## src/hw/rtl/nld_pkg.sv

```systemverilog
`timescale 1ns / 1ps
`default_nettype none
// ----------------------------------------------------------------------------
// nld_pkg
// Shared constants for the network ASCII line-end decoder: character codes,
// register indexes and the register reset values.
// ----------------------------------------------------------------------------
package nld_pkg;

	localparam logic [7:0] CHAR_CR  = 8'h0D;
	localparam logic [7:0] CHAR_LF  = 8'h0A;
	localparam logic [7:0] CHAR_NUL = 8'h00;

	// The newline byte register holds four bytes.
	localparam int REG_BYTE_CAP = 4;

	localparam int NL_LEN_W   = 3;
	localparam int NL_BYTES_W = 8 * REG_BYTE_CAP;
	localparam int CFG_IDX_W  = 1;

	typedef enum logic [CFG_IDX_W-1:0] {
		REG_NEWLINE_LENGTH = 1'b0,
		REG_NEWLINE_BYTES  = 1'b1
	} cfg_reg_t;

	localparam logic [NL_LEN_W-1:0]   NL_LEN_RESET   = 3'd1;
	localparam logic [NL_BYTES_W-1:0] NL_BYTES_RESET = 32'h0000_000A;

endpackage : nld_pkg
`default_nettype wire

```

## src/hw/rtl/nld_decode.sv

```systemverilog
`timescale 1ns / 1ps
`default_nettype none
// ----------------------------------------------------------------------------
// nld_decode
// Combinational decode of one network byte against the held-CR flag into a
// short list of local bytes, its length and the next held-CR flag.
// ----------------------------------------------------------------------------
module nld_decode #(
	parameter int MAX_NEWLINE_BYTES = 4,
	parameter int DEPTH             = 4,
	parameter int CW                = 3
) (
	input  wire logic [7:0]                     in_byte,
	input  wire logic                           end_of_block,
	input  wire logic                           pending_cr,
	input  wire logic [nld_pkg::NL_LEN_W-1:0]   newline_length,
	input  wire logic [nld_pkg::NL_BYTES_W-1:0] newline_bytes,
	output logic      [7:0]                     dec_bytes [DEPTH],
	output logic      [CW-1:0]                  dec_count,
	output logic                                pending_next
);

	// Usable newline length is bounded by the parameter and the register size.
	localparam int NL_CAP = (MAX_NEWLINE_BYTES < nld_pkg::REG_BYTE_CAP) ?
		MAX_NEWLINE_BYTES : nld_pkg::REG_BYTE_CAP;
	localparam logic [nld_pkg::NL_LEN_W-1:0] NL_CAP_V = nld_pkg::NL_LEN_W'(NL_CAP);

	logic [nld_pkg::NL_LEN_W-1:0] eff_len;
	logic                         is_cr;
	logic                         hold_cr;

	always_comb begin
		if (newline_length == '0) begin
			eff_len = nld_pkg::NL_LEN_W'(1);
		end else if (newline_length > NL_CAP_V) begin
			eff_len = NL_CAP_V;
		end else begin
			eff_len = newline_length;
		end
	end

	assign is_cr   = (in_byte == nld_pkg::CHAR_CR);
	assign hold_cr = is_cr && !end_of_block;

	always_comb begin
		for (int i = 0; i < DEPTH; i++) begin
			dec_bytes[i] = '0;
		end
		dec_count    = '0;
		pending_next = 1'b0;

		if (pending_cr && (in_byte == nld_pkg::CHAR_LF)) begin
			for (int i = 0; i < DEPTH; i++) begin
				dec_bytes[i] = (i < NL_CAP) ? newline_bytes[8*i +: 8] : 8'h00;
			end
			dec_count = CW'(eff_len);
		end else if (pending_cr && (in_byte == nld_pkg::CHAR_NUL)) begin
			dec_bytes[0] = nld_pkg::CHAR_CR;
			dec_count    = CW'(1);
		end else if (pending_cr) begin
			// The held CR goes out first; the new byte is then taken as usual.
			dec_bytes[0] = nld_pkg::CHAR_CR;
			if (hold_cr) begin
				pending_next = 1'b1;
				dec_count    = CW'(1);
			end else begin
				dec_bytes[1] = in_byte;
				dec_count    = CW'(2);
			end
		end else if (hold_cr) begin
			pending_next = 1'b1;
		end else begin
			dec_bytes[0] = in_byte;
			dec_count    = CW'(1);
		end
	end

endmodule : nld_decode
`default_nettype wire

```

## src/hw/rtl/netascii_line_end_decoder_unit.sv

```systemverilog
`timescale 1ns / 1ps
`default_nettype none
// The first result of an accepted transaction appears on m_* in the next cycle.
// Throughput: one transaction per cycle while m_tready is high and each
// byte yields at most one result; CR LF expands to newline_length (clamped)
// results, CR and a plain byte to two; the input waits while the buffer drains.
// Reset: arst_n clears the held-CR flag and the result count and restores
// newline_length to 1 and newline_bytes to LF.
// ----------------------------------------------------------------------------
// netascii_line_end_decoder_unit
// Converts a network ASCII byte stream to local line endings. A CR not marked
// s_tlast is held until the next byte decides its meaning: CR LF becomes the
// configured local newline, CR NUL becomes CR, and any other CR passes as CR.
// ----------------------------------------------------------------------------
module netascii_line_end_decoder_unit #(
	parameter int MAX_NEWLINE_BYTES = 4
) (
	input  wire logic                            clk,
	input  wire logic                            arst_n,

	// Configuration write port.
	input  wire logic                            cfg_we,
	input  wire logic [nld_pkg::CFG_IDX_W-1:0]   cfg_index,
	input  wire logic [nld_pkg::NL_BYTES_W-1:0]  cfg_wdata,

	// Input stream.
	input  wire logic                            s_tvalid,
	output logic                                 s_tready,
	input  wire logic [7:0]                      s_tdata,   // [7:0] in_byte
	input  wire logic                            s_tlast,   // end_of_block

	// Output stream.
	output logic                                 m_tvalid,
	input  wire logic                            m_tready,
	output logic      [7:0]                      m_tdata,   // [7:0] out_byte
	output logic                                 m_tlast    // out_last
);

	// Usable newline length, and the result buffer depth. The buffer must also
	// hold a flushed CR plus the following byte, so it is never under two.
	localparam int NL_CAP = (MAX_NEWLINE_BYTES < nld_pkg::REG_BYTE_CAP) ?
		MAX_NEWLINE_BYTES : nld_pkg::REG_BYTE_CAP;
	localparam int DEPTH  = (NL_CAP > 2) ? NL_CAP : 2;
	localparam int IW     = $clog2(DEPTH);
	localparam int CW     = $clog2(DEPTH + 1);

	// Configuration registers.
	logic [nld_pkg::NL_LEN_W-1:0]   nl_len_q;
	logic [nld_pkg::NL_BYTES_W-1:0] nl_bytes_q;

	// Held-CR state and the result buffer that drains onto m_*.
	logic              pending_cr_q;
	logic [7:0]        buf_q [DEPTH];
	logic [CW-1:0]     cnt_q;
	logic [IW-1:0]     idx_q;

	logic [7:0]        dec_bytes [DEPTH];
	logic [CW-1:0]     dec_count;
	logic              pending_next;

	logic              in_fire;
	logic              out_fire;
	logic              on_last;

	always_ff @(posedge clk or negedge arst_n) begin
		if (!arst_n) begin
			nl_len_q   <= nld_pkg::NL_LEN_RESET;
			nl_bytes_q <= nld_pkg::NL_BYTES_RESET;
		end else if (cfg_we) begin
			case (nld_pkg::cfg_reg_t'(cfg_index))
				nld_pkg::REG_NEWLINE_LENGTH: begin
					nl_len_q <= cfg_wdata[nld_pkg::NL_LEN_W-1:0];
				end
				nld_pkg::REG_NEWLINE_BYTES: begin
					nl_bytes_q <= cfg_wdata;
				end
				default: begin
				end
			endcase
		end
	end

	nld_decode #(
		.MAX_NEWLINE_BYTES (MAX_NEWLINE_BYTES),
		.DEPTH             (DEPTH),
		.CW                (CW)
	) u_decode (
		.in_byte        (s_tdata),
		.end_of_block   (s_tlast),
		.pending_cr     (pending_cr_q),
		.newline_length (nl_len_q),
		.newline_bytes  (nl_bytes_q),
		.dec_bytes      (dec_bytes),
		.dec_count      (dec_count),
		.pending_next   (pending_next)
	);

	// The buffer is busy while it holds results. A new transaction is taken
	// when the buffer is empty or its final result leaves in this cycle, so a
	// stream of single-result bytes moves at one per cycle while m_tready is high.
	assign m_tvalid = (cnt_q != '0);
	assign on_last  = ((CW'(idx_q) + CW'(1)) == cnt_q);
	assign m_tlast  = on_last;
	assign m_tdata  = buf_q[idx_q];

	assign out_fire = m_tvalid && m_tready;
	assign s_tready = !m_tvalid || (m_tready && on_last);
	assign in_fire  = s_tvalid && s_tready;

	always_ff @(posedge clk or negedge arst_n) begin
		if (!arst_n) begin
			pending_cr_q <= 1'b0;
			cnt_q        <= '0;
			idx_q        <= '0;
		end else if (in_fire) begin
			// A held CR produces no results, which leaves the buffer empty.
			pending_cr_q <= pending_next;
			cnt_q        <= dec_count;
			idx_q        <= '0;
		end else if (out_fire) begin
			if (on_last) begin
				cnt_q <= '0;
				idx_q <= '0;
			end else begin
				idx_q <= idx_q + IW'(1);
			end
		end
	end

	// Result bytes need no reset; they are only read under cnt_q.
	always_ff @(posedge clk) begin
		if (in_fire) begin
			for (int i = 0; i < DEPTH; i++) begin
				buf_q[i] <= dec_bytes[i];
			end
		end
	end

endmodule : netascii_line_end_decoder_unit
`default_nettype wire

```

## config.mk

```make
export PLATFORM = sky130hd
export DESIGN_NAME = netascii_line_end_decoder_unit
export DESIGN_NICKNAME = d
export VERILOG_FILES = /design/src/hw/rtl/nld_pkg.sv /design/src/hw/rtl/nld_decode.sv /design/src/hw/rtl/netascii_line_end_decoder_unit.sv
export SDC_FILE = /design/constraint.sdc
export NUM_CORES = 1
export LEC_CHECK = 0
export BUFFER_PORTS_ARGS = -buffer_cell sky130_fd_sc_hd__buf_2
export CAP_MARGIN = 40
export CORE_MARGIN = 2
export CORE_UTILIZATION = 50
export DETAILED_ROUTE_END_ITERATION = 12
export HOLD_SLACK_MARGIN = 0.08
export PLACE_DENSITY = 0.73
export SYNTH_ARGS = -nofsm -noshare
export SYNTH_HDL_FRONTEND = slang
export SYNTH_SLANG_ARGS = --single-unit
export TNS_END_PERCENT = 20
```

## constraint.sdc

```tcl
create_clock -name clk -period 2.8 [get_ports clk]
set_input_delay 0 -clock clk [delete_from_list [all_inputs] [get_ports clk]]
set_output_delay 0 -clock clk [all_outputs]
set_load 0.01 [all_outputs]
```

### Yosys cells after proc, flatten, opt, wreduce, memory -nomap -nowiden

Memories as Yosys holds them, arrays and structs flattened.
Index checks and enable logic that the tools add are counted.

* bits in registers: 41
* input bits: 47
* memories: 1
* output and inout port bits: 11
* RAM bits: 32
* logic and storage cells: 55

Memories
* buf_q: depth 4, bits a word 8, rd ports 1, clocked after memory_dff 0, write ports 4, line netascii_line_end_decoder_unit.sv:53 `logic [7:0] buf_q [DEPTH];`

* bitwise operators: 1
* reduce and logical (&&, ||, !) cells: 17
* mux-type cells: 25
* add/subtract/negate cells: 2
* equal/unequal tests: 3
* $lt $le $gt $ge: 1

Operators by type and width (count)
* 8-bit 2-to-1 mux: 5
* 16-bit 2-to-1 mux: 2
* 3-bit 2-to-1 mux: 8
* 8-bit by 4-bit == test with 1-bit output, second input constant: 2
* 8-bit zero test: 1
* 2-bit 2-to-1 mux: 4
* 1-bit logical AND: 6
* 1-bit 2-to-1 mux: 6
* 2-bit AND reduction: 3
* 2-bit nonzero test: 2
* 2-bit by 1-bit adder with 3-bit output, second input constant: 1
* 3-bit == test: 1
* 3-bit greater-than comparator, second input constant: 1
* 3-bit zero test: 1
* 3-bit nonzero test: 1
* 2-bit by 1-bit adder with 2-bit output, second input constant: 1
* 1-bit zero test: 2
* 1-bit logical OR: 1
* 1-bit NOT: 1

### Depth between registers and ports, before layout

* word-level depth: 7
* mapped depth: 5
* gate-level depth less buffers: 5

### Modules after synthesis

From an unflattened synthesis, not the netlist that was laid out.

* cells, all modules: 229
* area total of the unflattened synthesis: 3394.5 µm²

By module, submodules not included
* netascii_line_end_decoder_unit: area each 2897.8 µm², sequential area each 1990.7 µm², instances 1, cells each 160
* nld_decode: area each 496.7 µm², sequential area each 0.0 µm², instances 1, cells each 69

### Worst setup path before layout

Ideal clock, no wire load.

* path kind: flip-flop to flip-flop
* start: reg idx_q[0]
* end: mem buf_q[0][0], enable pin
* buffers on the path: 0
* library setup time: 0.405 ns
* path slack: 0.257 ns
* data arrival time: 2.138 ns
* cell stages (with the launch flop): 5
* data required time: 2.395 ns
* clock period less this slack: 2.543 ns
* cells stage by stage: dfrtp_1 > ha_1 > xnor2_1 > nand4_1 > a21boi_2

RTL lines
* from (decl): line netascii_line_end_decoder_unit.sv:55 `logic [IW-1:0] idx_q;`
* from (signal assigned): line netascii_line_end_decoder_unit.sv:125 `idx_q <= idx_q + IW'(1);`
* to (decl): line netascii_line_end_decoder_unit.sv:53

==> results.sh <==
export IMPL_crit_path_end_kind="flop"
export IMPL_nets=366
export IMPL_drt_antenna_violating_nets=0
export IMPL_pwr_share_clk=0.281
export IMPL_finalSetupViolCount=0
export IMPL_synth_cell_types=32
export IMPL_cts_sinks=73
export IMPL_setup_tns_final_ns=0
export IMPL_first_global_vias=2256
export IMPL_syn_avg_cell_area_sq_um=15.33
export IMPL_p_switching_uw=894.5
export IMPL_hold_path_class="in2async"
export IMPL_path_max_fanout=36
export IMPL_grt_max_degree=37
export IMPL_skew_ns=0.008245
export IMPL_cts_root_buf="clkbuf_8"
export IMPL_dr_total_vias=2099
export IMPL_drt_iter0_markers=107
export IMPL_rr_worst_depth=6
export IMPL_numCtsBuffers=9
export IMPL_yosys_warnings=0
export IMPL_portBuffers=57
export IMPL_yosysMostFrequentCell="dfrtp_1"
export IMPL_rsz0062_at_grt="false"
export IMPL_cts_tree="built"
export IMPL_antenna_found_initial=1
export IMPL_syn_inst=206
export IMPL_synth_fp_nets=255
export IMPL_post_cts_buffers=0
export IMPL_cp_startpoint="idx_q[1]"
export IMPL_power_frac_comb=0.268
export IMPL_die_w_microns=83.48
export IMPL_worstSkewPairLatency_ns=0.35
export IMPL_synth_area_sq_um=3158
export IMPL_cp_required_ns=2.85
export IMPL_grt_pass1_wl_microns=10750
export IMPL_first_pass_iters=4
export IMPL_ctsHoldBuffers=48
export IMPL_drc=0
export IMPL_p_sw_frac=0.2778
export IMPL_fin_util=0.7099
export IMPL_synth_top_family_by_area="multiplexers"
export IMPL_fin_crit_sh=0.7521
export IMPL_fmax_ghz=0.4749
export IMPL_clock_path_buffers=2
export IMPL_drv_cap=0
export IMPL_seq_power_share=0.450
export IMPL_synthAdderAreaFrac=0.007924
export IMPL_async_reset_ff_frac=0.5616
export IMPL_yosysTopAreaCellShare=0.3043
export IMPL_power_total_uw=3220
export IMPL_worstMarginPinSlew_ns=0.5099
export IMPL_synthSimpleGateAreaFrac=0.07013
export IMPL_synth_top_area_cell="edfxtp_1"
export IMPL_synthFlopType="dfrtp_1"
export IMPL_io_pins=58
export IMPL_ir_worst_vdd_uv=559.2
export IMPL_leakage_uw=0.001789
export IMPL_die_y_microns=83.48
export IMPL_clkTransAtPathRegs_ns=0.08
export IMPL_worstPathArrival_ns=2.16
export IMPL_drive_above_1_share=0.3882
export IMPL_hold_violations=0
export IMPL_overflow=0
export IMPL_core_area_sq_um=6026
export IMPL_synthMuxAreaShare=0.1846
export IMPL_rows=28
export IMPL_viasPerCell=5.274
export IMPL_synth_common_cells="dfrtp_1, mux2_2, edfxtp_1, and2_1, a22o_1"
export IMPL_worstSetupPathType="reg2reg"
export IMPL_drt_wirelength_per_cell_microns=16.22
export IMPL_area_growth_syn_to_layout_pct=35.46
export IMPL_max_slew_margin_rel=0.6601
export IMPL_start_util=0.5241
export IMPL_synth_seq_area_share=0.6303
export IMPL_final_max_slew_viol_count=0
export IMPL_dieArea_sq_um=6968
export IMPL_synth_xor_area_share=0.01109
export IMPL_synth_edf_count=32
export IMPL_routed_wl_microns=6456
export IMPL_synth_area_leaders="edfxtp_1, dfrtp_1, mux2_2"
export IMPL_grt_total_usage=0.2028
export IMPL_synth_seq_cells=73
export IMPL_gp_congestion=0.7640
export IMPL_crit_reg2reg_launch="idx_q[1]"
export IMPL_setup_worst_path_start_class="flop"
export IMPL_powerDensity_nw_per_um2=752.7
export IMPL_synth_compound_area_frac=0.07092
export IMPL_intPower_uw=2325
export IMPL_cts_htree_levels=3
export IMPL_period_needed_ns=2.106
export IMPL_status="finished, final reports clean"
export IMPL_cts_resized=0
## power by group through the flow
stage	Clock, uW	Sequential, uW	Combinational [uW]
6_report	906	1450	864
5_1_grt	966	1470	945
4_1_cts	921	1450	870
3_5_place_dp	0	1470	799
3_3_place_gp	0	1460	783
2_1_floorplan	0	1440	511
## flip-flops by register name (all words and copies together) (netlist names)
register,count
cnt_q,3
nl_len_q,3
pending_cr_q,1
buf_q,32
idx_q,2
nl_bytes_q,32
## worst max-delay path, stage by stage (launching register included)
cell      delay [ns]
dfrtp_1         0.36
buf_4           0.18
ha_1            0.31
xnor2_1         0.18
nand4_1         0.28
a21boi_4        0.25
buf_12          0.22
## metal layers
layer | global-route usage | routed length [microns] | vias to the layer above
met5 | 0 | 0 | -
met4 | 0.08211 | 136 | 0
met2 | 0.3578 | 3368 | 59
met3 | 0.05935 | 352 | 14
met1 | 0.2313 | 2599 | 1031
li1 | - | - | 995
## kinds of logic (layout without fill, tap and decap cells)
family                   after synthesis  count (layout)
buffers and inverters                 18             134
AND/OR/NAND/NOR                       36              36
flip-flops                            73              73
AO/OA/AOI/OAI                         29              29
other                                  0               1
multiplexers                          44              44
adder cells (fa/ha/maj)                2               2
XOR/XNOR                               4               4
## per-stage QoR
stage	cell area, sq um	cells	worst slack (ns)	hold WS, ns
6_report	4278	398	0.6942	0.1472
5_1_grt	4278	398	0.5881	0.1813
4_1_cts	4275	397	0.6880	0.1570
3_5_place_dp	3570	333	0.6978	-0.0005464
3_3_place_gp	3542	332	0.7310	0.1797
2_1_floorplan	3158	206	0.2572	-0.2956
## final timing paths
kind	slack, ns	endpoint
max	0.69	buf_q[3][5]
min	0.15	nl_bytes_q[23]
max reg2reg	0.69	buf_q[3][5]
min reg2reg	0.50	nl_bytes_q[27]
max in group asynchronous	2.10	nl_bytes_q[1]
min in group clk	0.18	pending_cr_q
## final cells by class
type                    instances  area [sq um]
clock buffers                  12         177.7
fillers                       418          1748
flip-flops and latches         73          1991
well taps                      75         93.84
diodes                          1         2.502
repair buffers                111         843.3
multi-input cells             115          1096
clock inverters                 4         47.55
inverters                       7         26.28
## placed cells by master, fill, tap and decap left out, drive strengths merged
| cell | netlist | layout |
|---|---|---|
| inv | 7 | 7 |
| a22o | 11 | 11 |
| dlygate4sd3 | 0 | 48 |
| mux2 | 34 | 34 |
| dfstp | 3 | 3 |
| a31oi | 1 | 1 |
| or3 | 1 | 1 |
| and2 | 17 | 17 |
| xnor2 | 3 | 3 |
| diode | 0 | 1 |
| mux2i | 2 | 2 |
| bufinv | 0 | 1 |
| clkinvlp | 0 | 1 |
| nor2 | 2 | 2 |
| xor2 | 1 | 1 |
| ha | 2 | 2 |
| mux4 | 8 | 8 |
| edfxtp | 32 | 32 |
| nand2b | 1 | 1 |
| clkinv | 0 | 2 |
| nand2 | 5 | 5 |
| a32o | 6 | 6 |
| nor2b | 2 | 2 |
| clkbuf | 3 | 12 |
| nand3 | 3 | 3 |
| and3 | 1 | 1 |
| and4 | 1 | 1 |
| a21oi | 6 | 6 |
| o21ai | 4 | 4 |
| nor4 | 1 | 1 |
| buf | 8 | 63 |
| nand4 | 2 | 2 |
| a21boi | 1 | 1 |
| dfrtp | 38 | 38 |
No activity file was read; power rests on OpenSTA's default activity.
